$ cat config.mk
export PLATFORM = sky130hd
export DESIGN_NAME = int32_to_bf16_scaled_dequant
export DESIGN_NICKNAME = d
export VERILOG_FILES = /design/src/rtl/i2bf_pkg.sv /design/src/rtl/i2bf_decode.sv /design/src/rtl/i2bf_round.sv /design/src/rtl/int32_to_bf16_scaled_dequant.sv
export SDC_FILE = /design/constraint.sdc
export NUM_CORES = 1
export LEC_CHECK = 0
export BUFFER_PORTS_ARGS = -buffer_cell sky130_fd_sc_hd__buf_2
export CAP_MARGIN = 20
export CORE_UTILIZATION = 65
export DETAILED_ROUTE_END_ITERATION = 16
export PLACE_DENSITY = 0.83
export REMOVE_ABC_BUFFERS = 1
export SKIP_CTS_REPAIR_TIMING = 1
export SLEW_MARGIN = 20
export SYNTH_ARGS = -nofsm -noshare
export SYNTH_HDL_FRONTEND = slang
export SYNTH_HIERARCHICAL = 1
export SYNTH_SLANG_ARGS = --single-unit
$ cat constraint.sdc
create_clock -name clk -period 18.06 [get_ports clk]
set_input_delay 3.612 -clock clk [delete_from_list [all_inputs] [get_ports clk]]
set_output_delay 3.612 -clock clk [all_outputs]
set_load 0.005 [all_outputs]
$ cat src/rtl/i2bf_pkg.sv
package i2bf_pkg;

	localparam int VAL_W = 32;
	localparam int BF_W = 16;
	localparam logic [15:0] QNAN = 16'h7FC0;
	localparam logic [15:0] INF_MAG = 16'h7F80;
	localparam logic [15:0] QUIET_BIT = 16'h0040;

	// front-end decode: special case resolved, else operands for multiply
	typedef struct packed {
		logic        special;
		logic [15:0] special_bits;
		logic        sign;
		logic [23:0] m1;
		logic [7:0]  m2;
		logic signed [10:0] exp_sum;
	} i2bf_op_t;

	function automatic logic [5:0] lzc32(input logic [31:0] x);
		logic [5:0] n;
		n = 6'd32;
		for (int i = 0; i < 32; i++) begin
			if (x[i]) begin
				n = 6'(31 - i);
			end
		end
		return n;
	endfunction

	function automatic logic [3:0] lzc8(input logic [7:0] x);
		logic [3:0] n;
		n = 4'd8;
		for (int i = 0; i < 8; i++) begin
			if (x[i]) begin
				n = 4'(7 - i);
			end
		end
		return n;
	endfunction

endpackage

$ cat src/rtl/i2bf_decode.sv
// integer to fp32 with RNE, scale unpack, special cases
module i2bf_decode (
	input  logic [31:0] value,
	input  logic [15:0] scale_bits,
	output i2bf_pkg::i2bf_op_t op
);
	logic        sv, ss, sg;
	logic [7:0]  es;
	logic [6:0]  fs;
	logic [31:0] mag, norm;
	logic [5:0]  lz;
	logic [24:0] rnd;
	logic        g, st;
	logic [23:0] m1;
	logic [5:0]  e1;
	logic [3:0]  lz2;
	logic [7:0]  m2;
	logic signed [10:0] e2;

	always_comb begin
		sv = value[31];
		ss = scale_bits[15];
		sg = sv ^ ss;
		es = scale_bits[14:7];
		fs = scale_bits[6:0];
		mag = sv ? (~value + 32'd1) : value;
		lz = i2bf_pkg::lzc32(mag);
		norm = mag << lz[4:0];
		g = norm[7];
		st = |norm[6:0];
		rnd = {1'b0, norm[31:8]} + {24'd0, g & (st | norm[8])};
		// value = m1 * 2^e1, e1 = (31-lz) - 23
		if (rnd[24]) begin
			m1 = rnd[24:1];
			e1 = 6'd9 - lz;
		end else begin
			m1 = rnd[23:0];
			e1 = 6'd8 - lz;
		end
		// normalize scale mantissa to [128,256)
		if (es == 8'd0) begin
			lz2 = i2bf_pkg::lzc8({1'b0, fs});
			m2 = {1'b0, fs} << lz2[2:0];
			e2 = -11'sd133 - 11'(signed'({7'd0, lz2}));
		end else begin
			lz2 = 4'd0;
			m2 = {1'b1, fs};
			e2 = 11'(signed'({3'd0, es})) - 11'sd134;
		end
		op.sign = sg;
		op.m1 = m1;
		op.m2 = m2;
		op.exp_sum = e2 + 11'(signed'(e1));
		op.special = 1'b1;
		if (es == 8'hFF) begin
			if (fs != 7'd0) op.special_bits = scale_bits | i2bf_pkg::QUIET_BIT;
			else if (mag == 32'd0) op.special_bits = i2bf_pkg::QNAN;
			else op.special_bits = {sg, 15'd0} | i2bf_pkg::INF_MAG;
		end else if (mag == 32'd0 || scale_bits[14:0] == 15'd0) begin
			op.special_bits = {sg, 15'd0};
		end else begin
			op.special = 1'b0;
			op.special_bits = 16'd0;
		end
	end
endmodule

$ cat src/rtl/i2bf_round.sv
// product, round to fp32, then to bf16, with flush and overflow
module i2bf_round (
	input  i2bf_pkg::i2bf_op_t op,
	output logic [15:0] result
);
	logic [31:0] p;
	logic        top;
	logic [23:0] q;
	logic        g, st;
	logic [24:0] r;
	logic [23:0] mp;
	logic signed [11:0] ep, lead;
	logic [8:0]  rb;
	logic [7:0]  mb;
	logic signed [11:0] lb;

	always_comb begin
		p = op.m1 * {24'd0, op.m2};
		top = p[31];
		// m1,m2 normalized so p has 31 or 32 bits
		if (top) begin
			q = p[31:8]; g = p[7]; st = |p[6:0];
		end else begin
			q = p[30:7]; g = p[6]; st = |p[5:0];
		end
		r = {1'b0, q} + {24'd0, g & (st | q[0])};
		ep = 12'(op.exp_sum) + (top ? 12'sd8 : 12'sd7);
		if (r[24]) begin
			mp = r[24:1]; ep = ep + 12'sd1;
		end else begin
			mp = r[23:0];
		end
		lead = ep + 12'sd23;
		rb = {1'b0, mp[23:16]} + {8'd0, mp[15] & ((|mp[14:0]) | mp[16])};
		if (rb[8]) begin
			mb = rb[8:1]; lb = lead + 12'sd1;
		end else begin
			mb = rb[7:0]; lb = lead;
		end
		if (op.special) result = op.special_bits;
		else if (lead < -12'sd126) result = {op.sign, 15'd0};
		else if (lead > 12'sd127 || lb > 12'sd127)
			result = {op.sign, 15'd0} | i2bf_pkg::INF_MAG;
		else result = {op.sign, 8'(lb + 12'sd127), mb[6:0]};
	end
endmodule

$ cat src/rtl/int32_to_bf16_scaled_dequant.sv
// int32 x bf16 scale -> bf16 dequantization.
// Input channel: valid/ready with value (int32) and scale_bits (bf16).
// Output channel: result_valid/result_ready with result_bits (bf16).
// Decode (int->fp32 rounding, specials) runs before an operand register;
// multiply and both roundings run before the result register.
// The two register stages are the operand register and the result register;
// result_valid rises once an item has reached the result register.
// Throughput: one item per cycle while the receiver does not stall; each
// register advances whenever the stage after it is empty or being drained.
// When the receiver stalls, results hold in the output register and
// the pipeline fills; ready drops once both stages are occupied.
// Reset clears both stage valid bits; no item is held after reset.
// NaN/inf scales follow IEEE rules; denormal results flush to zero.
module int32_to_bf16_scaled_dequant (
	input  logic        clk,
	input  logic        arst_n,
	input  logic        valid,
	output logic        ready,
	input  logic [31:0] value,
	input  logic [15:0] scale_bits,
	output logic        result_valid,
	input  logic        result_ready,
	output logic [15:0] result_bits
);
	i2bf_pkg::i2bf_op_t op_d, op_s1;
	logic        v_s1, v_s2, adv_s2;
	logic [15:0] res_d, res_s2;

	i2bf_decode u_dec (.value(value), .scale_bits(scale_bits), .op(op_d));
	i2bf_round  u_rnd (.op(op_s1), .result(res_d));

	assign adv_s2 = !v_s2 || result_ready;
	assign ready = !v_s1 || adv_s2;

	always_ff @(posedge clk or negedge arst_n) begin
		if (!arst_n) begin
			v_s1 <= 1'b0;
			v_s2 <= 1'b0;
		end else begin
			if (ready) v_s1 <= valid;
			if (adv_s2) v_s2 <= v_s1;
		end
	end

	always_ff @(posedge clk) begin
		if (ready && valid) op_s1 <= op_d;
		if (adv_s2 && v_s1) res_s2 <= res_d;
	end

	assign result_valid = v_s2;
	assign result_bits = res_s2;

`ifndef SYNTHESIS
	a_hold: assert property (@(posedge clk) disable iff (!arst_n)
		result_valid && !result_ready |=> result_valid && $stable(result_bits))
		else $error("result dropped under stall");
	a_full: assert property (@(posedge clk) disable iff (!arst_n)
		!ready |-> v_s1 && v_s2 && !result_ready)
		else $error("ready low without full pipe");
	a_flow: assert property (@(posedge clk) disable iff (!arst_n)
		v_s1 && adv_s2 |=> result_valid)
		else $error("stage 1 item lost");
`endif
endmodule
==> results of run 1 <==
==> sequential cells by signal (all words and copies together), names as in the netlist <==
| name | flops |
|---|---|
| v_s1 | 1 |
| result_bits | 16 |
| op_s1 | 61 |
| result_valid | 1 |
==> logic make-up after synthesis <==
kind of cell,share of synthesized area
AOI/OAI and AO/OA,0.250
buffers and inverters,0.0721
adders and majority gates,0.189
muxes,0.0258
and+or+nand+nor,0.275
DFF,0.124
xor gates and xnor gates,0.0639
==> worst reg2reg max path: cells and delay by family (launching register included) <==
kind | cells | cell delay (ns)
and+or+nand+nor | 14 | 4.97
xor gates and xnor gates | 1 | 0.44
muxes | 1 | 0.41
buffers and inverters | 2 | 0.12
DFF | 1 | 0.95
AOI/OAI and AO/OA | 5 | 1.86
adders and majority gates | 7 | 3.06
==> worst min-delay path by stage <==
stage / cells past startpoint / from / end / slack, ns
finish: 1 / op_s1[45]$_DFFE_PP_ / result_bits[1]$_DFFE_PP_ / 0.55
global route: 1 / op_s1[43]$_DFFE_PP_ / result_bits[15]$_DFFE_PP_ / 0.58
CTS: 2 / op_s1[53]$_DFFE_PP_ / result_bits[9]$_DFFE_PP_ / 0.55
detailed placement: 2 / op_s1[53]$_DFFE_PP_ / result_bits[9]$_DFFE_PP_ / 0.53
global placement: 1 / v_s1$_DFFE_PN0P_ / result_valid$_DFFE_PN0P_ / 0.53
floorplan: 2 / op_s1[51]$_DFFE_PP_ / result_bits[7]$_DFFE_PP_ / 0.51
==> cell usage in the layout, fill, tap and decap left out, types with 25 or more instances in the layout <==
cell | netlist | layout
buf_2 | 32 | 69
nand3_1 | 69 | 69
o211ai_1 | 38 | 38
edfxtp_1 | 77 | 77
nand4_1 | 38 | 38
a31oi_1 | 30 | 30
fa_1 | 133 | 133
a211oi_1 | 39 | 39
o21ai_0 | 86 | 86
and2_1 | 169 | 169
mux2i_1 | 30 | 30
xnor2_1 | 85 | 85
a21oi_1 | 109 | 109
xor2_1 | 48 | 48
nor2_1 | 166 | 166
o31ai_1 | 29 | 29
a21o_1 | 25 | 25
nand2_1 | 206 | 206
nor4_1 | 46 | 46
inv_1 | 193 | 193
nand2b_1 | 27 | 27
ha_1 | 76 | 76
nor3_1 | 60 | 60
==> Yosys cell counts, types with 8 or more instances <==
library cell	n	area, sq um
a22o_1	13	114
nand3_1	69	345
and4_1	8	70.1
nor2_1	166	623
mux2_2	14	158
o21ai_1	23	115
mux2i_1	30	300
a21o_1	25	188
buf_1	11	41.3
inv_1	193	724
ha_1	76	951
o31a_1	10	87.6
edfxtp_1	77	2310
nor3_1	60	300
o21bai_1	9	67.6
buf_6	8	90.1
a221oi_1	9	78.8
xor2_1	48	420
nand2_2	9	56.3
o211ai_1	38	285
a21oi_1	109	546
fa_1	133	2660
or4_1	15	113
nand4_1	38	238
nand2_1	206	773
and2_1	169	1060
clkbuf_1	84	315
xnor2_1	85	744
or3_1	20	125
a211oi_1	39	293
o2111ai_1	13	114
nor4_1	46	288
nor2b_1	16	100
a21boi_0	8	60.1
and3_1	24	150
a22oi_1	14	105
o221ai_1	11	96.3
o31ai_1	29	218
o21ai_0	86	430
o22ai_1	21	131
a211o_1	16	140
nand2b_1	27	169
o21a_1	16	120
a31oi_1	30	188
buf_2	32	160
==> per-layer routing <==
layer	vias up	global-route usage	wire, um
met1	9122	0.532	24600
met5	-	0	0
met3	144	0.0401	4930
met2	1059	0.630	27100
li1	8655	-	-
met4	0	0.147	2100
==> area by class of cell <==
type	instances	area, sq um	share of cell area
multi-input combinational	1989	15400	0.780
sequential	79	2360	0.120
inverter	195	732	0.0372
tap	384	480	0.0244
timing repair buffer	82	443	0.0225
clock buffer	9	225	0.0114
clock inverter	7	85.1	0.00432
==> through the flow <==
| step | worst slack (ns) | util |
|---|---|---|
| after floorplan | 7.15 | - |
| after global placement | 5.83 | 0.673 |
| after detailed placement | 5.63 | 0.673 |
| after CTS | 5.95 | 0.684 |
| after global routing | 5.09 | 0.684 |
| final | 5.70 | 0.684 |
==> impl_metrics.yaml, run 1 <==
run_status:
  status: "finished clean"
critical_path:
  cp_slowest_stage_delay_ns: 0.98
  slowest_stage: "a2111oi_4"
  startpoint_type: "primary input"
  ff2ff_path_depth: 30
  cp_num_buf_inv: 2
  startpoint: "value[0]"
  cp.depth: 28
  cp-end-kind: "register"
  cp_max_fo: 18
  r2r_end: "result_bits[2]$_DFFE_PP_"
  ff2ff_setup_slack_ns: 6.01
  crit_arrival_ns: 12.54
  required_ns: 18.24
  crit_family: "simple AND/OR/NAND/NOR gates"
  path_class: "primary input to register"
  cp-endpoint: "op_s1[9]$_DFFE_PP_"
  reg2reg_from: "op_s1[16]$_DFFE_PP_"
placed_design:
  post-dp-hpwl_mm: 45.6
  placed_area_sq_um: 19400
  place.gp.congestion: 0.997
  placed_cells: 2729
  io_buffers: 69
sta:
  fin_setup_tns_ns: 0
  fin_crit_sh: 0.685
  max_freq_mhz: 80.9
  tightest_slew_ns: 1.07
  final-max-slew-violation-count: 0
  period_minus_slack_ns: 12.36
  hold_slack_ns: 0.555
  hold_violations: 0
  fin_worst_skew_ns: 0.0144
  setup_viol: 0
  rsz0062_at_grt: "false"
  slew_headroom: 0.284
synthesis:
  yosysSeqAreaShare: 0.124
  synth_flop_cell: "edfxtp_1"
  yosysWarnings: 6
  syn_avg_cell_area_sq_um: 7.94
  synthArstFlopShare: 0.0253
  synth_edf_count: 77
  yosys_register_bits: 79
  syn-instance-count: 2403
  ys_types: 125
  syn_area_sq_um: 19100
floorplanning:
  start_util: 0.663
  rows: 62
  dieHeight_um: 173
  dieArea_sq_um: 30100
  core_area_sq_um: 28800
  die_w_um: 173
  ioPinCount: 70
clocking:
  clock_sinks: 79
  clock_path_buffers: 2
  numCtsBuffers: 9
  htree_levels: 3
  clkTransAtPathRegs_ns: 0.08
  cts-root-buf: "clkbuf_16"
  clk_latency_ns: 0.35
  cts_tree: "built"
final_layout:
  fin_nets: 2617
  design_area_sq_um: 19700
  n_fill_cell: 2420
  fin_cells: 2745
  synthToLayoutAreaGrowth_pct: 3.09
  final_layout_size_suffix_gt1_frac: 0.0940
  diodes: 0
route:
  vias_per_cell: 6.91
  drc: 0
  final_antenna_net_count: 0
  drt_iter0_drc: 2191
  routed_wl_mm: 58.7
  drtPass1Iterations: 7
  wl_per_cell_um: 21.4
  vias: 18980
worst_hold_path:
  hold_class: "register to register"
grt:
  grt-ovfl-total: 0
  grt_max_degree: 71
  grt_pass1_wl_mm: 94.4
  first_global_vias: 18023
  grt_use_total: 0.387
  antenna_found_initial: 0
job:
  maxCapViolCount: 0
Power of run 1 is not shown: default switching activity piles up to over one toggle a cycle in this logic, so the estimate is an artifact.
==> run 2, diff against run 1 <==
==> constraint.sdc (replaced) <==
create_clock -name clk -period 11.4 [get_ports clk]
set_input_delay 2.28 -clock clk [delete_from_list [all_inputs] [get_ports clk]]
set_output_delay 2.28 -clock clk [all_outputs]
set_load 0.005 [all_outputs]
==> impl_metrics.yaml, run 2 (synthesis gave the netlist of run 1 again) <==
run_status:
  status: "finished clean"
floorplanning:
  dieHeight_um: 173
  dieArea_sq_um: 30100
  ioPinCount: 70
  start_util: 0.663
  die_w_um: 173
  core_area_sq_um: 28800
  rows: 62
grt:
  grt-ovfl-total: 0
  grt_max_degree: 62
  grt_pass1_wl_mm: 94.2
  grt_use_total: 0.384
  antenna_found_initial: 0
  first_global_vias: 18209
placed_design:
  io_buffers: 69
  post-dp-hpwl_mm: 45.6
  place.gp.congestion: 1.02
  placed_cells: 2742
critical_path:
  ff2ff_path_depth: 33
  ff2ff_setup_slack_ns: 0.42
  required_ns: 11.50
  cp_common_cell: "fa_1"
  r2r_end: "result_bits[1]$_DFFE_PP_"
  startpoint: "op_s1[14]$_DFFE_PP_"
  crit_arrival_ns: 11.08
  slowest_stage: "edfxtp_1"
  cp_max_fo: 24
  cp-endpoint: "result_bits[1]$_DFFE_PP_"
  cp-end-kind: "register"
  startpoint_type: "register"
  path_class: "register to register"
  reg2reg_from: "op_s1[14]$_DFFE_PP_"
  cp_slowest_stage_delay_ns: 0.89
route:
  wl_met3_mm: 5.46
  routed_wl_mm: 58.5
  dr.max_layer_used: "met4"
  wl_per_cell_um: 21.2
  drc: 0
  drtPass1Iterations: 6
  vias: 19312
  dr_wl_met2_mm: 27.0
  final_antenna_net_count: 0
  drt_iter0_drc: 2273
  wl_met1_mm: 23.8
  vias_per_cell: 7.00
final_layout:
  regMostFlops: "op_s1"
  final_common_cell: "nand2_1"
  largest_register_ffs: 61
  diodes: 0
  fin_cells: 2760
  final_layout_size_suffix_gt1_frac: 0.0997
  fin_nets: 2632
  final_cell_mix: "nand2_1, inv_1, and2_1"
  synthToLayoutAreaGrowth_pct: 3.73
sta:
  hold_violations: 0
  fin_setup_tns_ns: 0
  max_freq_mhz: 91.0
  setup_viol: 0
  slew_headroom: 0.274
  final-max-slew-violation-count: 0
  rsz0062_at_grt: "false"
  fin_worst_skew_ns: 0.0101
  period_minus_slack_ns: 10.98
  tightest_slew_ns: 1.08
  fin_crit_sh: 0.964
clocking:
  cts-root-buf: "clkbuf_16"
  clkTransAtPathRegs_ns: 0.07
  cts_tree: "built"
  clock_sinks: 79
  clock_path_buffers: 2
  htree_levels: 3
  clk_latency_ns: 0.35
  numCtsBuffers: 9
job:
  maxCapViolCount: 0
worst_hold_path:
  hold_class: "register to register"
==> run 2: layout make-up <==
type                       instances  area [sq um]
fill                            2441          8980
clock inverter                     6          75.1
timing repair buffer              97           562
tap                              384           480
clock buffer                      10           239
inverter                         195           732
multi-input combinational       1989         15400
sequential                        79          2360
==> run 2: metrics by stage <==
| stage | hold WS (ns) | utilization | worst slack (ns) | area, sq um |
|---|---|---|---|---|
| 6_report | 0.555 | 0.688 | 0.415 | 19800 |
| 3_5_place_dp | 0.539 | 0.676 | 0.723 | 19500 |
| 4_1_cts | 0.561 | 0.687 | 0.685 | 19800 |
| 3_3_place_gp | 0.522 | 0.676 | 1.01 | 19500 |
| 2_1_floorplan | 0.506 | - | 1.51 | 18400 |
| 5_1_grt | 0.574 | 0.688 | 0.0156 | 19800 |
==> run 2: worst max-delay path: cells and delay by family, from the launching register on <==
family	cells	cell delay [ns]
DFF	1	0.89
xor gates and xnor gates	1	0.42
buffers and inverters	4	0.62
adders and majority gates	7	2.95
and+or+nand+nor	14	3.70
AOI/OAI and AO/OA	7	2.13
==> run 2: how the worst min path moves through the flow <==
stage	start	slack, ns	cells after the start	to
floorplan	op_s1[51]$_DFFE_PP_	0.51	2	result_bits[7]$_DFFE_PP_
finish	op_s1[51]$_DFFE_PP_	0.56	2	result_bits[7]$_DFFE_PP_
CTS	op_s1[51]$_DFFE_PP_	0.56	2	result_bits[7]$_DFFE_PP_
global route	op_s1[52]$_DFFE_PP_	0.57	2	result_bits[8]$_DFFE_PP_
global placement	op_s1[51]$_DFFE_PP_	0.52	2	result_bits[7]$_DFFE_PP_
detailed placement	op_s1[48]$_DFFE_PP_	0.54	1	result_bits[4]$_DFFE_PP_
==> run 2: layer usage <==
layer | vias up | GRT usage
li1 | 8708 | -
met1 | 9211 | 0.511
met2 | 1206 | 0.628
met3 | 187 | 0.0570
met4 | 0 | 0.149
met5 | - | 0
Power of run 2 is left out for the same reason.
==> run 3, diff against run 2 <==
--- a/config.mk
+++ b/config.mk
@@ -5,11 +5,11 @@
 export SDC_FILE = /design/constraint.sdc
 export NUM_CORES = 1
 export LEC_CHECK = 0
-export BUFFER_PORTS_ARGS = -buffer_cell sky130_fd_sc_hd__buf_2
 export CAP_MARGIN = 20
 export CORE_UTILIZATION = 65
 export DETAILED_ROUTE_END_ITERATION = 16
-export PLACE_DENSITY = 0.83
+export DONT_BUFFER_PORTS = 1
+export PLACE_DENSITY = 0.81
 export REMOVE_ABC_BUFFERS = 1
 export SKIP_CTS_REPAIR_TIMING = 1
 export SLEW_MARGIN = 20
==> impl_metrics.yaml, run 3 (synthesis gave the netlist of run 1 again) <==
route:
  vias_per_cell: 6.98
  drt_iter0_drc: 2112
  vias: 18745
  final_antenna_net_count: 0
  routed_wl_mm: 56.6
  wl_per_cell_um: 21.1
  drtPass1Iterations: 6
  drc: 0
sta:
  max_freq_mhz: 92.7
  fin_setup_tns_ns: 0
  tightest_slew_ns: 1.02
  setup_viol: 0
  period_minus_slack_ns: 10.79
  rsz0062_at_grt: "false"
  fin_worst_skew_ns: 0.0192
  slew_headroom: 0.314
  final-max-slew-violation-count: 0
  hold_violations: 0
  fin_crit_sh: 0.946
grt:
  grt_max_degree: 71
  grtUsageMet2: 0.587
  grt-ovfl-total: 0
  first_global_vias: 17867
  antenna_found_initial: 0
  grt_util_met3: 0.0798
  grt_pass1_wl_mm: 91.4
  grt.busiest_layer: "met2"
  gr-usage-met1: 0.496
  grt_use_total: 0.372
floorplanning:
  ioPinCount: 70
  rows: 62
  dieArea_sq_um: 30100
  die_w_um: 173
  dieHeight_um: 173
  start_util: 0.663
  core_area_sq_um: 28800
final_layout:
  regMostFlops: "op_s1"
  final_cell_mix: "nand2_1, inv_1, and2_1"
  final_layout_size_suffix_gt1_frac: 0.0717
  final_common_cell: "nand2_1"
  fin_nets: 2558
  diodes: 0
  synthToLayoutAreaGrowth_pct: 1.70
  largest_register_ffs: 61
clocking:
  clkTransAtPathRegs_ns: 0.08
  cts_tree: "built"
  numCtsBuffers: 9
  clock_path_buffers: 2
  clk_latency_ns: 0.36
  cts-root-buf: "clkbuf_16"
  htree_levels: 3
  clock_sinks: 79
critical_path:
  cp-end-kind: "register"
  crit_arrival_ns: 10.95
  startpoint_type: "register"
  reg2reg_from: "op_s1[15]$_DFFE_PP_"
  ff2ff_path_depth: 36
  path_class: "register to register"
  cp-endpoint: "result_bits[13]$_DFFE_PP_"
  r2r_end: "result_bits[13]$_DFFE_PP_"
  startpoint: "op_s1[15]$_DFFE_PP_"
  ff2ff_setup_slack_ns: 0.61
  required_ns: 11.57
  slowest_stage: "edfxtp_1"
  cp_max_fo: 19
  cp_slowest_stage_delay_ns: 0.60
job:
  maxCapViolCount: 0
run_status:
  status: "finished clean"
worst_hold_path:
  hold_class: "register to register"
placed_design:
  place.gp.congestion: 0.975
  post-dp-hpwl_mm: 43.8
  io_buffers: 0
## run 3: cell count changes in the layout (fill, tap and decap cells not counted), sizes merged
| cell | previous run | this run |
|---|---|---|
| buf | 96 | 23 |
| clkbuf | 11 | 9 |
| clkinvlp | 1 | 2 |
## run 3: worst min-delay path by stage
stage	startpoint	to	slack [ns]	cells after the start
CTS	op_s1[51]$_DFFE_PP_	result_bits[7]$_DFFE_PP_	0.55	2
floorplan	op_s1[51]$_DFFE_PP_	result_bits[7]$_DFFE_PP_	0.51	2
detailed placement	op_s1[51]$_DFFE_PP_	result_bits[7]$_DFFE_PP_	0.52	2
global placement	v_s1$_DFFE_PN0P_	result_valid$_DFFE_PN0P_	0.53	1
finish	op_s1[51]$_DFFE_PP_	result_bits[7]$_DFFE_PP_	0.54	2
global route	op_s1[44]$_DFFE_PP_	result_bits[0]$_DFFE_PP_	0.57	1
## run 3: stage by stage
stage | area, sq um | util | hold slack [ns] | cells | worst slack, ns
2_1_floorplan | 18400 | - | 0.506 | 2263 | 1.51
3_3_place_gp | 19100 | 0.663 | 0.528 | 2668 | 1.12
3_5_place_dp | 19100 | 0.663 | 0.518 | 2668 | 0.772
4_1_cts | 19400 | 0.674 | 0.552 | 2684 | 0.674
5_1_grt | 19400 | 0.675 | 0.569 | 2686 | 0.0214
6_report | 19400 | 0.675 | 0.542 | 2686 | 0.615
## run 3: layout make-up
cell class	count	area, sq um
tap	384	480
sequential	79	2360
fill	2404	9370
clock inverter	7	85.1
timing repair buffer	23	173
clock buffer	9	225
multi-input combinational	1989	15400
inverter	195	732
## run 3: critical path, delay by kind of cell, from the launching register on
family                   cells  cell delay, ns
AO/OA/AOI/OAI                7            1.69
XOR/XNOR                     3            1.10
adder cells (fa/ha/maj)      7            2.97
buffers and inverters        7            0.98
flip-flops                   1            0.60
multiplexers                 2            0.44
AND/OR/NAND/NOR             10            2.86
## run 3: routing by layer
metal	vias up	share of wire
met3	162	0.11
met5	-	0
met2	1143	0.45
met4	0	0.038
li1	8571	-
met1	8869	0.41
Power of run 3 is left out for the same reason.
